$ cat src/design/gsp_pkg.sv
// ----------------------------------------------------------------------------
// gsp_pkg
// Shared widths, operation and status codes, and the request and result
// structures of the generational slot pool.
// ----------------------------------------------------------------------------
package gsp_pkg;

   // Default storage shape
   localparam int SLOT_COUNT_DEF = 16;
   localparam int KEY_BITS_DEF   = 16;
   localparam int GEN_BITS_DEF   = 16;

   // Field widths on the ports
   localparam int MODE_W   = 2;
   localparam int INDEX_W  = 4;
   localparam int KEY_W    = 16;
   localparam int GEN_W    = 16;
   localparam int STATUS_W = 2;
   localparam int COUNT_W  = 5;
   localparam int REV_W    = 16;
   localparam int LIMIT_W  = 5;

   // Stream bus widths, padded to whole bytes
   localparam int REQ_DATA_W = 24;
   localparam int RSP_DATA_W = 48;

   // Slot limit after reset
   localparam logic [LIMIT_W-1:0] LIMIT_RESET = 5'd16;

   // Operation codes
   localparam logic [MODE_W-1:0] MODE_RESERVE = 2'd0;
   localparam logic [MODE_W-1:0] MODE_RELEASE = 2'd1;
   localparam logic [MODE_W-1:0] MODE_FIND    = 2'd2;

   // Status codes
   localparam logic [STATUS_W-1:0] STATUS_OK         = 2'd0;
   localparam logic [STATUS_W-1:0] STATUS_FULL       = 2'd1;
   localparam logic [STATUS_W-1:0] STATUS_NOT_FOUND  = 2'd2;
   localparam logic [STATUS_W-1:0] STATUS_NOT_ACTIVE = 2'd3;

   // One request as the sequencer takes it
   typedef struct packed {
      logic [MODE_W-1:0]  mode;
      logic [INDEX_W-1:0] index;
      logic [KEY_W-1:0]   key;
   } cmd_type;

   // One result; the last member sits in the lowest bits of rsp_tdata
   typedef struct packed {
      logic [REV_W-1:0]    rev;
      logic [COUNT_W-1:0]  span;
      logic [COUNT_W-1:0]  live;
      logic [STATUS_W-1:0] status;
      logic [GEN_W-1:0]    gen;
      logic [INDEX_W-1:0]  slot;
   } result_type;

endpackage

$ cat src/design/gsp_ram.sv
// ----------------------------------------------------------------------------
// gsp_ram
// Generic single-port-write, single-port-read RAM with registered read data.
// ----------------------------------------------------------------------------
module gsp_ram #(
   parameter int WIDTH = 16,
   parameter int DEPTH = 16
) (
   input  logic                     clock,
   input  logic                     wr_en,
   input  logic [$clog2(DEPTH)-1:0] wr_addr,
   input  logic [WIDTH-1:0]         wr_data,
   input  logic                     rd_en,
   input  logic [$clog2(DEPTH)-1:0] rd_addr,
   output logic [WIDTH-1:0]         rd_data
);

   logic [WIDTH-1:0] mem_ff [DEPTH];
   logic [WIDTH-1:0] rd_data_ff;

   // Write one entry, read one entry into the output register
   always_ff @(posedge clock) begin
      if (wr_en) begin
         mem_ff[wr_addr] <= wr_data;
      end
      if (rd_en) begin
         rd_data_ff <= mem_ff[rd_addr];
      end
   end

   assign rd_data = rd_data_ff;

endmodule

$ cat src/design/gsp_ctrl.sv
// ----------------------------------------------------------------------------
// gsp_ctrl
// Slot pool sequencer: scans active marks and the key/generation RAMs one
// slot per cycle, and runs reserve, release and find on the pool state.
// ----------------------------------------------------------------------------
module gsp_ctrl #(
   parameter int SLOT_COUNT      = gsp_pkg::SLOT_COUNT_DEF,
   parameter int KEY_BITS        = gsp_pkg::KEY_BITS_DEF,
   parameter int GENERATION_BITS = gsp_pkg::GEN_BITS_DEF
) (
   input  logic                         clock,
   input  logic                         reset,
   input  logic                         start,
   input  gsp_pkg::cmd_type             cmd,
   input  logic [gsp_pkg::LIMIT_W-1:0]  limit,
   input  logic                         result_take,
   output logic                         idle,
   output logic                         result_valid,
   output gsp_pkg::result_type          result
);

   localparam int IW = $clog2(SLOT_COUNT);
   localparam int CW = $clog2(SLOT_COUNT + 1);
   localparam int XW = (CW > gsp_pkg::LIMIT_W) ? CW : gsp_pkg::LIMIT_W;

   localparam logic [3:0] ST_IDLE       = 4'd0;
   localparam logic [3:0] ST_RSV_SCAN   = 4'd1;
   localparam logic [3:0] ST_RSV_READ   = 4'd2;
   localparam logic [3:0] ST_RSV_WRITE  = 4'd3;
   localparam logic [3:0] ST_RLS_CHECK  = 4'd4;
   localparam logic [3:0] ST_RLS_GEN    = 4'd5;
   localparam logic [3:0] ST_RLS_SHRINK = 4'd6;
   localparam logic [3:0] ST_FIND       = 4'd7;
   localparam logic [3:0] ST_FINISH     = 4'd8;

   logic [3:0]                     state_ff, state_in;
   gsp_pkg::cmd_type               cmd_ff, cmd_in;
   logic [CW-1:0]                  scan_ff, scan_in;
   logic [IW-1:0]                  pick_ff, pick_in;
   logic                           append_ff, append_in;
   logic                           pend_ff, pend_in;
   logic [IW-1:0]                  prev_ff, prev_in;
   logic                           shrink_ff, shrink_in;
   logic [SLOT_COUNT-1:0]          active_ff, active_in;
   logic [SLOT_COUNT-1:0]          touched_ff, touched_in;
   logic [CW-1:0]                  total_ff, total_in;
   logic [CW-1:0]                  span_ff, span_in;
   logic [gsp_pkg::REV_W-1:0]      rev_ff, rev_in;
   logic [gsp_pkg::INDEX_W-1:0]    res_slot_ff, res_slot_in;
   logic [gsp_pkg::GEN_W-1:0]      res_gen_ff, res_gen_in;
   logic [gsp_pkg::STATUS_W-1:0]   res_status_ff, res_status_in;

   logic                           ram_rd_en;
   logic [IW-1:0]                  ram_rd_addr;
   logic                           ram_wr_en;
   logic [KEY_BITS-1:0]            key_rd;
   logic [GENERATION_BITS-1:0]     gen_rd;

   logic [KEY_BITS-1:0]            key_cut;
   logic [IW-1:0]                  scan_idx;
   logic [CW-1:0]                  span_dec;
   logic [IW-1:0]                  span_dec_idx;
   logic [IW-1:0]                  idx_addr;
   logic                           in_pool;
   logic                           pool_full;
   logic [GENERATION_BITS-1:0]     gen_old;
   logic [GENERATION_BITS-1:0]     gen_inc;
   logic [GENERATION_BITS-1:0]     gen_new;
   logic                           key_hit;

   // Keys and generations live in RAM, read one slot per cycle
   gsp_ram #(
      .WIDTH (KEY_BITS),
      .DEPTH (SLOT_COUNT)
   ) u_key_ram (
      .clock   (clock),
      .wr_en   (ram_wr_en),
      .wr_addr (pick_ff),
      .wr_data (key_cut),
      .rd_en   (ram_rd_en),
      .rd_addr (ram_rd_addr),
      .rd_data (key_rd)
   );

   gsp_ram #(
      .WIDTH (GENERATION_BITS),
      .DEPTH (SLOT_COUNT)
   ) u_gen_ram (
      .clock   (clock),
      .wr_en   (ram_wr_en),
      .wr_addr (pick_ff),
      .wr_data (gen_new),
      .rd_en   (ram_rd_en),
      .rd_addr (ram_rd_addr),
      .rd_data (gen_rd)
   );

   // Shared compare and increment datapath
   always_comb begin
      key_cut      = KEY_BITS'(cmd_ff.key);
      scan_idx     = scan_ff[IW-1:0];
      span_dec     = span_ff - 1'b1;
      span_dec_idx = span_dec[IW-1:0];
      idx_addr     = IW'(cmd_ff.index);
      in_pool      = XW'(cmd_ff.index) < XW'(SLOT_COUNT);
      pool_full    = (XW'(span_ff) >= XW'(limit)) || (span_ff == CW'(SLOT_COUNT));
      // A generation never written reads as zero
      gen_old      = touched_ff[pick_ff] ? gen_rd : '0;
      gen_inc      = gen_old + 1'b1;
      gen_new      = (gen_inc == '0) ? GENERATION_BITS'(1) : gen_inc;
      key_hit      = pend_ff && active_ff[prev_ff] && (key_rd == key_cut);
   end

   // Sequencer
   always_comb begin
      state_in      = state_ff;
      cmd_in        = cmd_ff;
      scan_in       = scan_ff;
      pick_in       = pick_ff;
      append_in     = append_ff;
      pend_in       = pend_ff;
      prev_in       = prev_ff;
      shrink_in     = shrink_ff;
      active_in     = active_ff;
      touched_in    = touched_ff;
      total_in      = total_ff;
      span_in       = span_ff;
      rev_in        = rev_ff;
      res_slot_in   = res_slot_ff;
      res_gen_in    = res_gen_ff;
      res_status_in = res_status_ff;
      ram_rd_en     = 1'b0;
      ram_rd_addr   = pick_ff;
      ram_wr_en     = 1'b0;

      case (state_ff)
         ST_IDLE: begin
            if (start) begin
               cmd_in        = cmd;
               scan_in       = '0;
               pend_in       = 1'b0;
               shrink_in     = 1'b0;
               append_in     = 1'b0;
               res_slot_in   = '0;
               res_gen_in    = '0;
               res_status_in = gsp_pkg::STATUS_OK;
               case (cmd.mode)
                  gsp_pkg::MODE_RESERVE: state_in = ST_RSV_SCAN;
                  gsp_pkg::MODE_RELEASE: state_in = ST_RLS_CHECK;
                  gsp_pkg::MODE_FIND:    state_in = ST_FIND;
                  default:               state_in = ST_FINISH;
               endcase
            end
         end

         // Look for the first hole below the span, else append, or report full at the limit
         ST_RSV_SCAN: begin
            if (scan_ff < span_ff) begin
               if (!active_ff[scan_idx]) begin
                  pick_in  = scan_idx;
                  state_in = ST_RSV_READ;
               end else begin
                  scan_in = scan_ff + 1'b1;
               end
            end else if (pool_full) begin
               res_status_in = gsp_pkg::STATUS_FULL;
               state_in      = ST_FINISH;
            end else begin
               pick_in   = span_ff[IW-1:0];
               append_in = 1'b1;
               state_in  = ST_RSV_READ;
            end
         end

         ST_RSV_READ: begin
            ram_rd_en   = 1'b1;
            ram_rd_addr = pick_ff;
            state_in    = ST_RSV_WRITE;
         end

         // Bump generation, store key, mark active
         ST_RSV_WRITE: begin
            ram_wr_en           = 1'b1;
            active_in[pick_ff]  = 1'b1;
            touched_in[pick_ff] = 1'b1;
            total_in            = total_ff + 1'b1;
            if (append_ff) begin
               span_in = span_ff + 1'b1;
            end
            rev_in        = rev_ff + 1'b1;
            res_slot_in   = gsp_pkg::INDEX_W'(pick_ff);
            res_gen_in    = gsp_pkg::GEN_W'(gen_new);
            res_status_in = gsp_pkg::STATUS_OK;
            state_in      = ST_FINISH;
         end

         ST_RLS_CHECK: begin
            res_slot_in = cmd_ff.index;
            if (!in_pool) begin
               res_gen_in    = '0;
               res_status_in = gsp_pkg::STATUS_NOT_ACTIVE;
               state_in      = ST_FINISH;
            end else begin
               ram_rd_en   = 1'b1;
               ram_rd_addr = idx_addr;
               pick_in     = idx_addr;
               if (active_ff[idx_addr]) begin
                  active_in[idx_addr] = 1'b0;
                  total_in            = total_ff - 1'b1;
                  rev_in              = rev_ff + 1'b1;
                  shrink_in = (XW'(cmd_ff.index) + 1'b1) == XW'(span_ff);
                  res_status_in       = gsp_pkg::STATUS_OK;
               end else begin
                  res_status_in = gsp_pkg::STATUS_NOT_ACTIVE;
               end
               state_in = ST_RLS_GEN;
            end
         end

         ST_RLS_GEN: begin
            res_gen_in = gsp_pkg::GEN_W'(gen_old);
            state_in   = shrink_ff ? ST_RLS_SHRINK : ST_FINISH;
         end

         // Drop trailing inactive slots off the span
         ST_RLS_SHRINK: begin
            if ((span_ff != '0) && !active_ff[span_dec_idx]) begin
               span_in = span_dec;
            end else begin
               state_in = ST_FINISH;
            end
         end

         // Issue one read per cycle, compare the previous one
         ST_FIND: begin
            if (total_ff == '0) begin
               res_status_in = gsp_pkg::STATUS_NOT_FOUND;
               state_in      = ST_FINISH;
            end else if (key_hit) begin
               res_slot_in   = gsp_pkg::INDEX_W'(prev_ff);
               res_gen_in    = gsp_pkg::GEN_W'(gen_rd);
               res_status_in = gsp_pkg::STATUS_OK;
               state_in      = ST_FINISH;
            end else if (scan_ff < span_ff) begin
               ram_rd_en   = 1'b1;
               ram_rd_addr = scan_idx;
               prev_in     = scan_idx;
               pend_in     = 1'b1;
               scan_in     = scan_ff + 1'b1;
            end else begin
               res_status_in = gsp_pkg::STATUS_NOT_FOUND;
               state_in      = ST_FINISH;
            end
         end

         // Hold the result until the output register takes it
         ST_FINISH: begin
            if (result_take) begin
               state_in = ST_IDLE;
            end
         end

         default: begin
            state_in = ST_IDLE;
         end
      endcase
   end

   always_ff @(posedge clock) begin
      if (reset) begin
         state_ff   <= ST_IDLE;
         pend_ff    <= 1'b0;
         shrink_ff  <= 1'b0;
         append_ff  <= 1'b0;
         active_ff  <= '0;
         touched_ff <= '0;
         total_ff   <= '0;
         span_ff    <= '0;
         rev_ff     <= '0;
      end else begin
         state_ff   <= state_in;
         pend_ff    <= pend_in;
         shrink_ff  <= shrink_in;
         append_ff  <= append_in;
         active_ff  <= active_in;
         touched_ff <= touched_in;
         total_ff   <= total_in;
         span_ff    <= span_in;
         rev_ff     <= rev_in;
      end
      cmd_ff        <= cmd_in;
      scan_ff       <= scan_in;
      pick_ff       <= pick_in;
      prev_ff       <= prev_in;
      res_slot_ff   <= res_slot_in;
      res_gen_ff    <= res_gen_in;
      res_status_ff <= res_status_in;
   end

   assign idle          = (state_ff == ST_IDLE);
   assign result_valid  = (state_ff == ST_FINISH);
   assign result.rev    = rev_ff;
   assign result.span   = gsp_pkg::COUNT_W'(span_ff);
   assign result.live   = gsp_pkg::COUNT_W'(total_ff);
   assign result.status = res_status_ff;
   assign result.gen    = res_gen_ff;
   assign result.slot   = res_slot_ff;

endmodule

$ cat src/design/generational_slot_pool.sv
// ----------------------------------------------------------------------------
// generational_slot_pool
// Pool of slots with active marks, keys and generation counts: reserve,
// release and find by key, one request at a time.
// ----------------------------------------------------------------------------
//  Channel  Direction  Contents
//  req_     in         tuser: mode[1:0]; tdata: slot_index[3:0], lookup_key[19:4]
//  rsp_     out        tdata: chosen_slot, slot_generation, status, live_count,
//                      span_end, change_counter (low bits first)
//  csr_     in         write-only slot limit, taken on any cycle with csr_wr_en
//
//  Reserve scans the active marks from slot zero for the first hole below
//  the span end, else appends, then reads the chosen slot and writes its
//  bumped generation and key; a full pool answers after the scan. Find
//  reads and compares one slot per cycle up to the span end. Release checks
//  the slot, reads its generation and, if it ended the span, drops trailing
//  inactive slots. The next request is taken after the result is loaded.
//  Reset is synchronous; the pool is empty and usable on the next cycle.
//  A finished result waits in the output register, and the next request is
//  accepted meanwhile; the sequencer stalls only if that register is full.
// ----------------------------------------------------------------------------
module generational_slot_pool #(
   parameter int SLOT_COUNT      = gsp_pkg::SLOT_COUNT_DEF,
   parameter int KEY_BITS        = gsp_pkg::KEY_BITS_DEF,
   parameter int GENERATION_BITS = gsp_pkg::GEN_BITS_DEF
) (
   input  logic                             clock,
   input  logic                             reset,
   // request
   input  logic                             req_tvalid,
   output logic                             req_tready,
   input  logic [gsp_pkg::REQ_DATA_W-1:0]   req_tdata,  // slot_index, lookup_key
   input  logic [gsp_pkg::MODE_W-1:0]       req_tuser,  // mode
   // result
   output logic                             rsp_tvalid,
   input  logic                             rsp_tready,
   // chosen_slot, slot_generation, status, live_count, span_end, change_counter
   output logic [gsp_pkg::RSP_DATA_W-1:0]   rsp_tdata,
   // configuration
   input  logic                             csr_wr_en,
   input  logic [gsp_pkg::LIMIT_W-1:0]      csr_wr_data // slots_in_use_limit
);

   logic [gsp_pkg::LIMIT_W-1:0] limit_ff, limit_in;
   logic                        rsp_valid_ff, rsp_valid_in;
   gsp_pkg::result_type         rsp_data_ff, rsp_data_in;

   gsp_pkg::cmd_type            cmd;
   gsp_pkg::result_type         result;
   logic                        start;
   logic                        idle;
   logic                        result_valid;
   logic                        result_take;

   // Unpack the request
   assign cmd.mode  = req_tuser;
   assign cmd.index = req_tdata[gsp_pkg::INDEX_W-1:0];
   assign cmd.key   = req_tdata[gsp_pkg::INDEX_W +: gsp_pkg::KEY_W];

   assign req_tready = idle;
   assign start      = req_tvalid && req_tready;

   gsp_ctrl #(
      .SLOT_COUNT      (SLOT_COUNT),
      .KEY_BITS        (KEY_BITS),
      .GENERATION_BITS (GENERATION_BITS)
   ) u_ctrl (
      .clock        (clock),
      .reset        (reset),
      .start        (start),
      .cmd          (cmd),
      .limit        (limit_ff),
      .result_take  (result_take),
      .idle         (idle),
      .result_valid (result_valid),
      .result       (result)
   );

   // Load the output register when it is empty or being drained
   always_comb begin
      result_take  = result_valid && (!rsp_valid_ff || rsp_tready);
      rsp_valid_in = result_take || (rsp_valid_ff && !rsp_tready);
      rsp_data_in  = result_take ? result : rsp_data_ff;
      limit_in     = csr_wr_en ? csr_wr_data : limit_ff;
   end

   always_ff @(posedge clock) begin
      if (reset) begin
         limit_ff     <= gsp_pkg::LIMIT_RESET;
         rsp_valid_ff <= 1'b0;
      end else begin
         limit_ff     <= limit_in;
         rsp_valid_ff <= rsp_valid_in;
      end
      rsp_data_ff <= rsp_data_in;
   end

   assign rsp_tvalid = rsp_valid_ff;
   assign rsp_tdata  = rsp_data_ff;

endmodule

$ cat config.mk
export PLATFORM = sky130hd
export DESIGN_NAME = generational_slot_pool
export DESIGN_NICKNAME = d
export VERILOG_FILES = /design/src/design/gsp_pkg.sv /design/src/design/gsp_ram.sv /design/src/design/gsp_ctrl.sv /design/src/design/generational_slot_pool.sv
export SDC_FILE = /design/constraint.sdc
export NUM_CORES = 1
export LEC_CHECK = 0
export ABC_AREA = 1
export BUFFER_PORTS_ARGS = -buffer_cell sky130_fd_sc_hd__buf_2
export CORE_ASPECT_RATIO = 2
export CORE_MARGIN = 4
export CORE_UTILIZATION = 40
export CTS_CLUSTER_SIZE = 16
export DETAILED_ROUTE_END_ITERATION = 12
export GPL_TIMING_DRIVEN = 0
export SYNTH_ARGS = -nofsm -noshare
export SYNTH_HDL_FRONTEND = slang
export SYNTH_SLANG_ARGS = --single-unit
$ cat constraint.sdc
create_clock -name clock -period 11.6 [get_ports clock]
set_input_delay 2.32 -clock clock [delete_from_list [all_inputs] [get_ports clock]]
set_output_delay 2.32 -clock clock [all_outputs]
set_load 0.005 [all_outputs]
==> flow_summary_export.csv, run 1 <==
group,metric,value,unit
worst_setup_path,cp_top_family,"simple AND/OR/NAND/NOR gates",
worst_hold_path,whs_endpoint,"rsp_tdata[13]$_DFFE_PP_",
power,power_density,261.2,mW/mm^2
sta,finalCriticalPeriod,4.683,ns
worst_setup_path,cp.required,12.11,ns
placed_design,dp_hpwl,75.57,mm
die,ios,86,
die,rows,147,
sta,rsz0062_at_grt,"no",
global_routing,grt_util_all_layers,24.11,%
clocking,post_cts_resize_count,0,
worst_setup_path,regToRegSetupSlack,6.92,ns
die,core_area,0.08038,sq mm
synthesis,postSynthCellCount,3127,
sta,finalSetupViolCount,0,
die,die_y,410.4,um
routing,route.detailed.drc,0,
routing,vias_per_cell,5.389,
clocking,hold_buffers,0,
power,power_leakage,14.76,nW
global_routing,antenna_found_initial,0,
power,ir_worst_vdd,0.1766,mV
finish,antenna_cells,0,
synthesis,yosys_warnings,0,
synthesis,syn_nets,3188,
worst_setup_path,path_depth,22,
clocking,clk_path_buf_depth,3,
routing,routed_wl,105.4,mm
worst_setup_path,crit_path_end_kind,"flip-flop",
finish,final_util,45.60,%
routing,vias,23660,
clocking,clock-sinks,718,
sta,fmax,0.2135,GHz
worst_setup_path,path_buf_inv,4,
finish,area_growth,13.20,%
sta,tightest_slew,1.127,ns
sta,fin_tns_setup,0,ns
clocking,post_cts_buffers,0,
placed_design,gp_congestion,0.9650,
clocking,clkLatencyLatePin,0.65,ns
clocking,cts_tree,"yes",
worst_setup_path,crit_path_top_delay_cell,"nand2_1",
outcome,status,"complete, no violations",
sta,slew_viol_final,0,
clocking,root_buffer,"clkbuf_16",
synthesis,synth-seq-cells,718,
sta,fin_crit_sh,40.37,%
routing,avgRoutedWirePerCell,24.01,um
worst_setup_path,reg2reg_from,"u_ctrl.pick_ff[2]$_DFFE_PP_",
worst_hold_path,hp-start,"u_ctrl.res_gen_ff[9]$_DFFE_PP_",
worst_setup_path,regToRegEndpoint,"u_ctrl.res_gen_ff[0]$_DFFE_PP_",
clocking,htree_levels,3,
placed_design,portBuffers,80,
die,die_area,0.08584,sq mm
worst_setup_path,critPathMostFrequentCell,"nand2_1",
routing,dr.pass1.iters,8,
worst_setup_path,crit_type,"flip-flop to flip-flop",
worst_setup_path,reg2reg_depth,22,
finish,fillers,7576,
finish,drive_above_1_share,11.11,%
global_routing,grt_pass1_vias,23740,
synthesis,syn-cell-area,0.03238,sq mm
finish,nNetsFinal,3358,
sta,max-slew-margin-rel,24.30,%
sta,hold_viol_final,0,
global_routing,grt-ovfl-total,0,
worst_setup_path,worst_setup_path_start_kind,"flip-flop",
worst_hold_path,hold_path.class,"flip-flop to flip-flop",
synthesis,syn_area_per_cell,10.36,sq um
flow_run,max_cap_viol_count,0,
clocking,numCtsBuffers,66,
clocking,clk_pin_slew,0.07,ns
global_routing,grt_max_degree,34,
sta,finalClockSkew,0.02071,ns
global_routing,grt_pass1_wl,152.6,mm
synthesis,ys_types,53,
routing,drtAntennaViolNets,0,
die,start_util,40.29,%
worst_setup_path,critical_path.max_fanout,18,
worst_hold_path,holdPathStages,0,
routing,drt_iter0_markers,1904,
worst_setup_path,crit_arrival,5.19,ns
die,die_x,209.2,um
worst_setup_path,crit_chain,"nor2_1 -> nand2_1 -> nand2_1 -> inv_1 -> nand2_1 -> buf_6 -> buf_6 -> nand2_1 -> inv_1 -> ha_1 -> nand3_1 -> nor2_4 -> nand2_1 -> nand2_1 -> nand2_1 -> nor2_1 -> nand3_1 -> nor2_1 -> nand3_1 -> nand2_1 -> nand2_1 -> nand2_1",
synthesis,yosysSeqAreaShare,64.39,%
worst_setup_path,cpPeakStageDelay,0.52,ns
-- cell families (layout without fill, tap and decap cells) --
logic type                 Yosys count  count (layout)  synth area share (%)
xor gates and xnor gates            23              23                0.6221
DFF                                718             718                 64.39
AOI/OAI and AO/OA                  217             217                 3.829
and+or+nand+nor                   1533            1533                 22.25
buffers and inverters              611             832                 7.921
adders and majority gates           25              25                0.9892
-- state kept, by name, indices dropped and copies added (netlist names), 5 cells and up --
name and count:
u_ctrl.u_key_ram.rd_data 16, u_ctrl.u_key_ram.mem_ff 256, u_ctrl.u_gen_ram.rd_data 16, limit_ff 5, u_ctrl.key_cut 16, u_ctrl.res_gen_ff 16
u_ctrl.span_ff 5, u_ctrl.active_ff 16, u_ctrl.touched_ff 16, u_ctrl.scan_ff 5, u_ctrl.u_gen_ram.mem_ff 256, u_ctrl.rev_ff 16
rsp_tdata 48, u_ctrl.total_ff 5
-- final cells by class --
| cell class | count | area, sq um | area share, % |
|---|---|---|---|
| inverter | 447 | 1678 | 4.577 |
| clock inverter | 34 | 329.1 | 0.8977 |
| timing repair buffer | 102 | 827.0 | 2.256 |
| tap | 1043 | 1305 | 3.560 |
| sequential | 718 | 20850 | 56.88 |
| clock buffer | 85 | 1774 | 4.840 |
| multi-input combinational | 1798 | 9005 | 24.57 |
| buffer | 164 | 887.1 | 2.420 |
-- through the flow --
| stage | hold slack [ns] | instance area, sq um | worst slack (ns) | total power [mW] | std cells |
|---|---|---|---|---|---|
| 6_report | 0.4176 | 36660 | 6.917 | 9.575 | 4391 |
| 5_1_grt | 0.4260 | 36660 | 6.648 | 9.986 | 4391 |
| 4_1_cts | 0.4173 | 36660 | 6.888 | 9.566 | 4391 |
| 3_5_place_dp | 0.4045 | 34550 | 6.927 | 7.377 | 4272 |
| 3_3_place_gp | 0.4046 | 34090 | 4.681 | 7.308 | 4250 |
| 2_1_floorplan | 0.4003 | 32380 | 6.403 | 5.710 | 3127 |
-- layer usage --
| metal | global-route usage [%] | vias up | routed length (um) |
|---|---|---|---|
| li1 | - | 10960 | - |
| met1 | 22.94 | 11280 | 33250 |
| met2 | 44.79 | 1014 | 55930 |
| met3 | 3.700 | 400 | 5909 |
| met4 | 19.84 | 0 | 10350 |
| met5 | 0 | - | 0 |
-- synthesized netlist by cell type (all sizes together) --
| library cell | instances | share of area, % |
|---|---|---|
| and3 | 3 | 0.058 |
| nor2 | 146 | 1.8 |
| o221ai | 5 | 0.14 |
| o21bai | 1 | 0.023 |
| o21a | 2 | 0.046 |
| clkinv | 1 | 0.012 |
| a21oi | 84 | 1.3 |
| ha | 24 | 0.93 |
| inv | 446 | 5.2 |
| clkbuf | 43 | 0.50 |
| o211ai | 14 | 0.32 |
| or2 | 4 | 0.077 |
| a221oi | 4 | 0.11 |
| o21ai | 80 | 1.2 |
| nand3b | 136 | 3.2 |
| o2111ai | 2 | 0.054 |
| a211oi | 2 | 0.062 |
| xor2 | 10 | 0.27 |
| nor3 | 33 | 0.61 |
| dfxtp | 71 | 4.4 |
| edfxtp | 647 | 60 |
| nand3 | 577 | 9.0 |
| fa | 1 | 0.062 |
| nor4 | 1 | 0.019 |
| o211a | 1 | 0.031 |
| a21boi | 1 | 0.023 |
| a31oi | 6 | 0.14 |
| nand4 | 18 | 0.35 |
| o21ba | 1 | 0.031 |
| nand2 | 614 | 7.2 |
| o22ai | 8 | 0.15 |
| a311oi | 4 | 0.11 |
| o31ai | 2 | 0.046 |
| or3 | 1 | 0.019 |
| xnor2 | 13 | 0.35 |
| buf | 121 | 2.2 |
-- placed cells by master, fill, tap and decap left out, types with 4 or more instances in the layout --
master | Yosys | routed
nand3b_1 | 136 | 136
nand2_1 | 608 | 607
clkinv_1 | 1 | 13
buf_6 | 7 | 10
xor2_1 | 10 | 10
o221ai_1 | 5 | 5
o211ai_1 | 14 | 14
nand4_1 | 18 | 18
ha_1 | 24 | 24
or2_2 | 4 | 4
clkbuf_1 | 42 | 57
bufinv_16 | 0 | 5
clkinv_2 | 0 | 8
clkbuf_16 | 0 | 67
inv_6 | 0 | 5
o21ai_0 | 74 | 74
nor3_2 | 4 | 5
a221oi_1 | 4 | 4
buf_2 | 78 | 158
buf_4 | 32 | 32
dfxtp_1 | 71 | 71
buf_1 | 4 | 4
o21ai_1 | 6 | 6
inv_2 | 10 | 25
nand3_1 | 574 | 574
inv_1 | 436 | 421
nor3_1 | 28 | 27
a31oi_1 | 5 | 5
nor2_2 | 6 | 7
xnor2_1 | 13 | 13
edfxtp_1 | 647 | 647
o22ai_1 | 8 | 8
nor2_1 | 138 | 137
a21oi_1 | 83 | 82
buf_12 | 0 | 14
nand2_2 | 4 | 5
-- where the power goes --
group / internal (mW) / total [mW] / switching (mW)
Sequential: 3.20 / 3.41 / 0.213
Clock: 1.20 / 2.20 / 0.999
Combinational: 1.08 / 3.96 / 2.88
Total: 5.48 / 9.57 / 4.09
-- worst max path at each step --
stage                                            from                             end  slack [ns]
after floorplan                            rsp_tready          rsp_tdata[0]$_DFFE_PP_        6.40
after global placement                     rsp_tready         rsp_tdata[17]$_DFFE_PP_        4.68
after detailed placement  u_ctrl.pick_ff[2]$_DFFE_PP_  u_ctrl.res_gen_ff[0]$_DFFE_PP_        6.93
after CTS                 u_ctrl.pick_ff[2]$_DFFE_PP_  u_ctrl.res_gen_ff[0]$_DFFE_PP_        6.89
after global routing      u_ctrl.pick_ff[0]$_DFFE_PP_  u_ctrl.res_gen_ff[0]$_DFFE_PP_        6.65
final                     u_ctrl.pick_ff[2]$_DFFE_PP_  u_ctrl.res_gen_ff[0]$_DFFE_PP_        6.92
Power figures use the tool's default switching activity.
==> inputs of run 2 (changes only) <==
- clock period: 11.6 -> 4.7 ns (I/O delays scaled with it)
==> run 2 against run 1 <==
Net effect: clock-buffer cell count stayed put; non-clock buffer count grew 2; register-to-register slack got worse by 6.7 ns; largest cell class unchanged; die area unchanged.
==> flow_summary_export.csv, run 2 (synthesized netlist as in run 1, its figures left out) <==
group,metric,value,unit
global_routing,grt_util_all_layers,24.11,%
clocking,htree_levels,3,
routing,vias,23620,
clocking,clock-sinks,718,
clocking,hold_buffers,0,
die,core_area,0.08038,sq mm
clocking,clk_path_buf_depth,3,
global_routing,grt_pass1_wl,152.6,mm
routing,vias_per_cell,5.377,
die,die_x,209.2,um
finish,area_growth,13.26,%
sta,finalCriticalPeriod,4.473,ns
placed_design,dp_hpwl,75.57,mm
worst_setup_path,reg2reg_depth,18,
worst_hold_path,hp-start,"u_ctrl.res_gen_ff[11]$_DFFE_PP_",
placed_design,gp_congestion,0.9650,
power,switching_share,42.71,%
routing,dr.pass1.iters,6,
routing,drt_iter0_markers,1806,
finish,drive_above_1_share,11.22,%
clocking,clkLatencyLatePin,0.65,ns
global_routing,grt_max_degree,34,
die,rows,147,
power,p_seq_share,35.6,%
flow_run,max_cap_viol_count,0,
die,die_area,0.08584,sq mm
worst_setup_path,crit_type,"flip-flop to flip-flop",
worst_setup_path,regToRegEndpoint,"u_ctrl.u_gen_ram.rd_data[11]$_DFFE_PP_",
finish,final_cell_mix,"edfxtp_1, nand2_1, nand3_1",
routing,routed_wl,105.4,mm
power,pwr-share-comb,41.4,%
placed_design,pre_cts_slack,0.02726,ns
worst_setup_path,critical_path.max_fanout,18,
finish,final_common_cell,"edfxtp_1",
finish,nNetsFinal,3360,
global_routing,grt_pass1_vias,23740,
worst_setup_path,crit_arrival,4.84,ns
worst_setup_path,worst_setup_path_start_kind,"flip-flop",
worst_setup_path,regToRegSetupSlack,0.23,ns
clocking,numCtsBuffers,66,
power,power_density,644.5,mW/mm^2
worst_hold_path,hold_path.class,"flip-flop to flip-flop",
sta,layout_setup_ws,0.2275,ns
power,power.internal,13.54,mW
die,ios,86,
worst_setup_path,crit_path_end_kind,"flip-flop",
die,start_util,40.29,%
sta,slew_viol_final,0,
worst_setup_path,critPathLaunch,"u_ctrl.key_cut[15]$_DFFE_PP_",
finish,fillers,7577,
power,power_frac_clock,23.0,%
routing,route.detailed.drc,0,
die,die_y,410.4,um
clocking,clk_pin_slew,0.07,ns
sta,fmax,0.2236,GHz
power,ir_worst_vdd,0.4356,mV
power,power_leakage,14.76,nW
placed_design,portBuffers,80,
sta,max-slew-margin-rel,20.71,%
routing,drtAntennaViolNets,0,
clocking,cts_tree,"yes",
worst_setup_path,endpoint,"u_ctrl.u_gen_ram.rd_data[11]$_DFFE_PP_",
sta,whs,0.4169,ns
sta,finalSetupViolCount,0,
outcome,status,"complete, no violations",
sta,finalClockSkew,0.02017,ns
finish,antenna_cells,0,
sta,fin_crit_sh,95.16,%
power,net-switching-power,10.10,mW
sta,hold_viol_final,0,
worst_setup_path,reg2reg_from,"u_ctrl.key_cut[15]$_DFFE_PP_",
global_routing,grt-ovfl-total,0,
clocking,root_buffer,"clkbuf_16",
sta,rsz0062_at_grt,"no",
routing,avgRoutedWirePerCell,23.99,um
global_routing,antenna_found_initial,0,
sta,tightest_slew,1.180,ns
worst_setup_path,cp.required,5.07,ns
run 2: cell count changes in the layout (fill, tap and decap cells not counted), sizes merged:
| cell | delta |
|---|---|
| buf | +2 |
run 2: how the worst min path moves through the flow:
stage,endpoint,slack (ns),cells past startpoint
final,rsp_tdata[15]$_DFFE_PP_,0.42,0
after global routing,rsp_tdata[8]$_DFFE_PP_,0.43,0
after CTS,rsp_tdata[15]$_DFFE_PP_,0.42,0
after detailed placement,rsp_tdata[13]$_DFFE_PP_,0.40,0
after global placement,rsp_tdata[13]$_DFFE_PP_,0.40,0
after floorplan,rsp_tdata[0]$_DFFE_PP_,0.40,0
run 2: final cells by class:
| class | instances | area, sq um | area share (%) |
|---|---|---|---|
| Tap cell | 1043 | 1305 | 3.558 |
| Sequential cell | 718 | 20850 | 56.85 |
| Multi-Input combinational cell | 1798 | 9010 | 24.57 |
| Inverter | 447 | 1678 | 4.575 |
| Clock inverter | 34 | 329.1 | 0.8972 |
| Clock buffer | 85 | 1774 | 4.838 |
| Buffer | 164 | 887.1 | 2.419 |
| Timing Repair Buffer | 104 | 842.1 | 2.296 |
run 2: per-stage QoR:
step                TNS, ns  power (mW)  cell area [sq um]  instances  util (%)
global route              0       24.65              36680       4393     45.63
floorplan                 0       14.09              32380       3127         -
finish                    0       23.64              36680       4393     45.63
global placement     -92.01       18.04              34090       4250     42.41
detailed placement        0       18.21              34550       4272     42.99
CTS                       0       23.61              36660       4391     45.61
run 2: critical path, cell delays in order, from the launching register on:
cell,delay (ns)
edfxtp_1,0.88
inv_1,0.09
nand2_1,0.16
nand2_1,0.06
inv_1,0.05
nand2_1,0.04
nor2_1,0.09
nand3_1,0.07
nor2_1,0.49
nand3_4,0.21
nand3_2,0.20
inv_1,0.14
o21ai_0,0.19
o211ai_1,0.21
inv_2,0.32
buf_2,0.43
nand3_1,0.13
nand3_1,0.24
nand2_1,0.17
run 2: power by group through the flow:
stage | clock network [mW] | logic, mW | registers (mW)
finish | 5.43 | 9.79 | 8.41
global placement | 0 | 9.46 | 8.58
global route | 5.73 | 10.5 | 8.47
CTS | 5.49 | 9.70 | 8.42
detailed placement | 0 | 9.66 | 8.55
floorplan | 0 | 5.76 | 8.33
run 2: repair_timing:
action | CTS | global route
gates cloned | 0 | 0
endpoints found under the setup margin | 1 | 2
resized for setup | 1 | 1
buffers inserted | 0 | 2
endpoints found under the hold margin | 0 | 0
run 2: routing by layer:
layer / routed length [um] / GRT usage, % / up-vias
met5: 0 / 0 / -
met4: 10300 / 19.84 / 0
met3: 5510 / 3.700 / 397
met2: 56040 / 44.79 / 937
met1: 33520 / 22.94 / 11320
li1: - / - / 10970
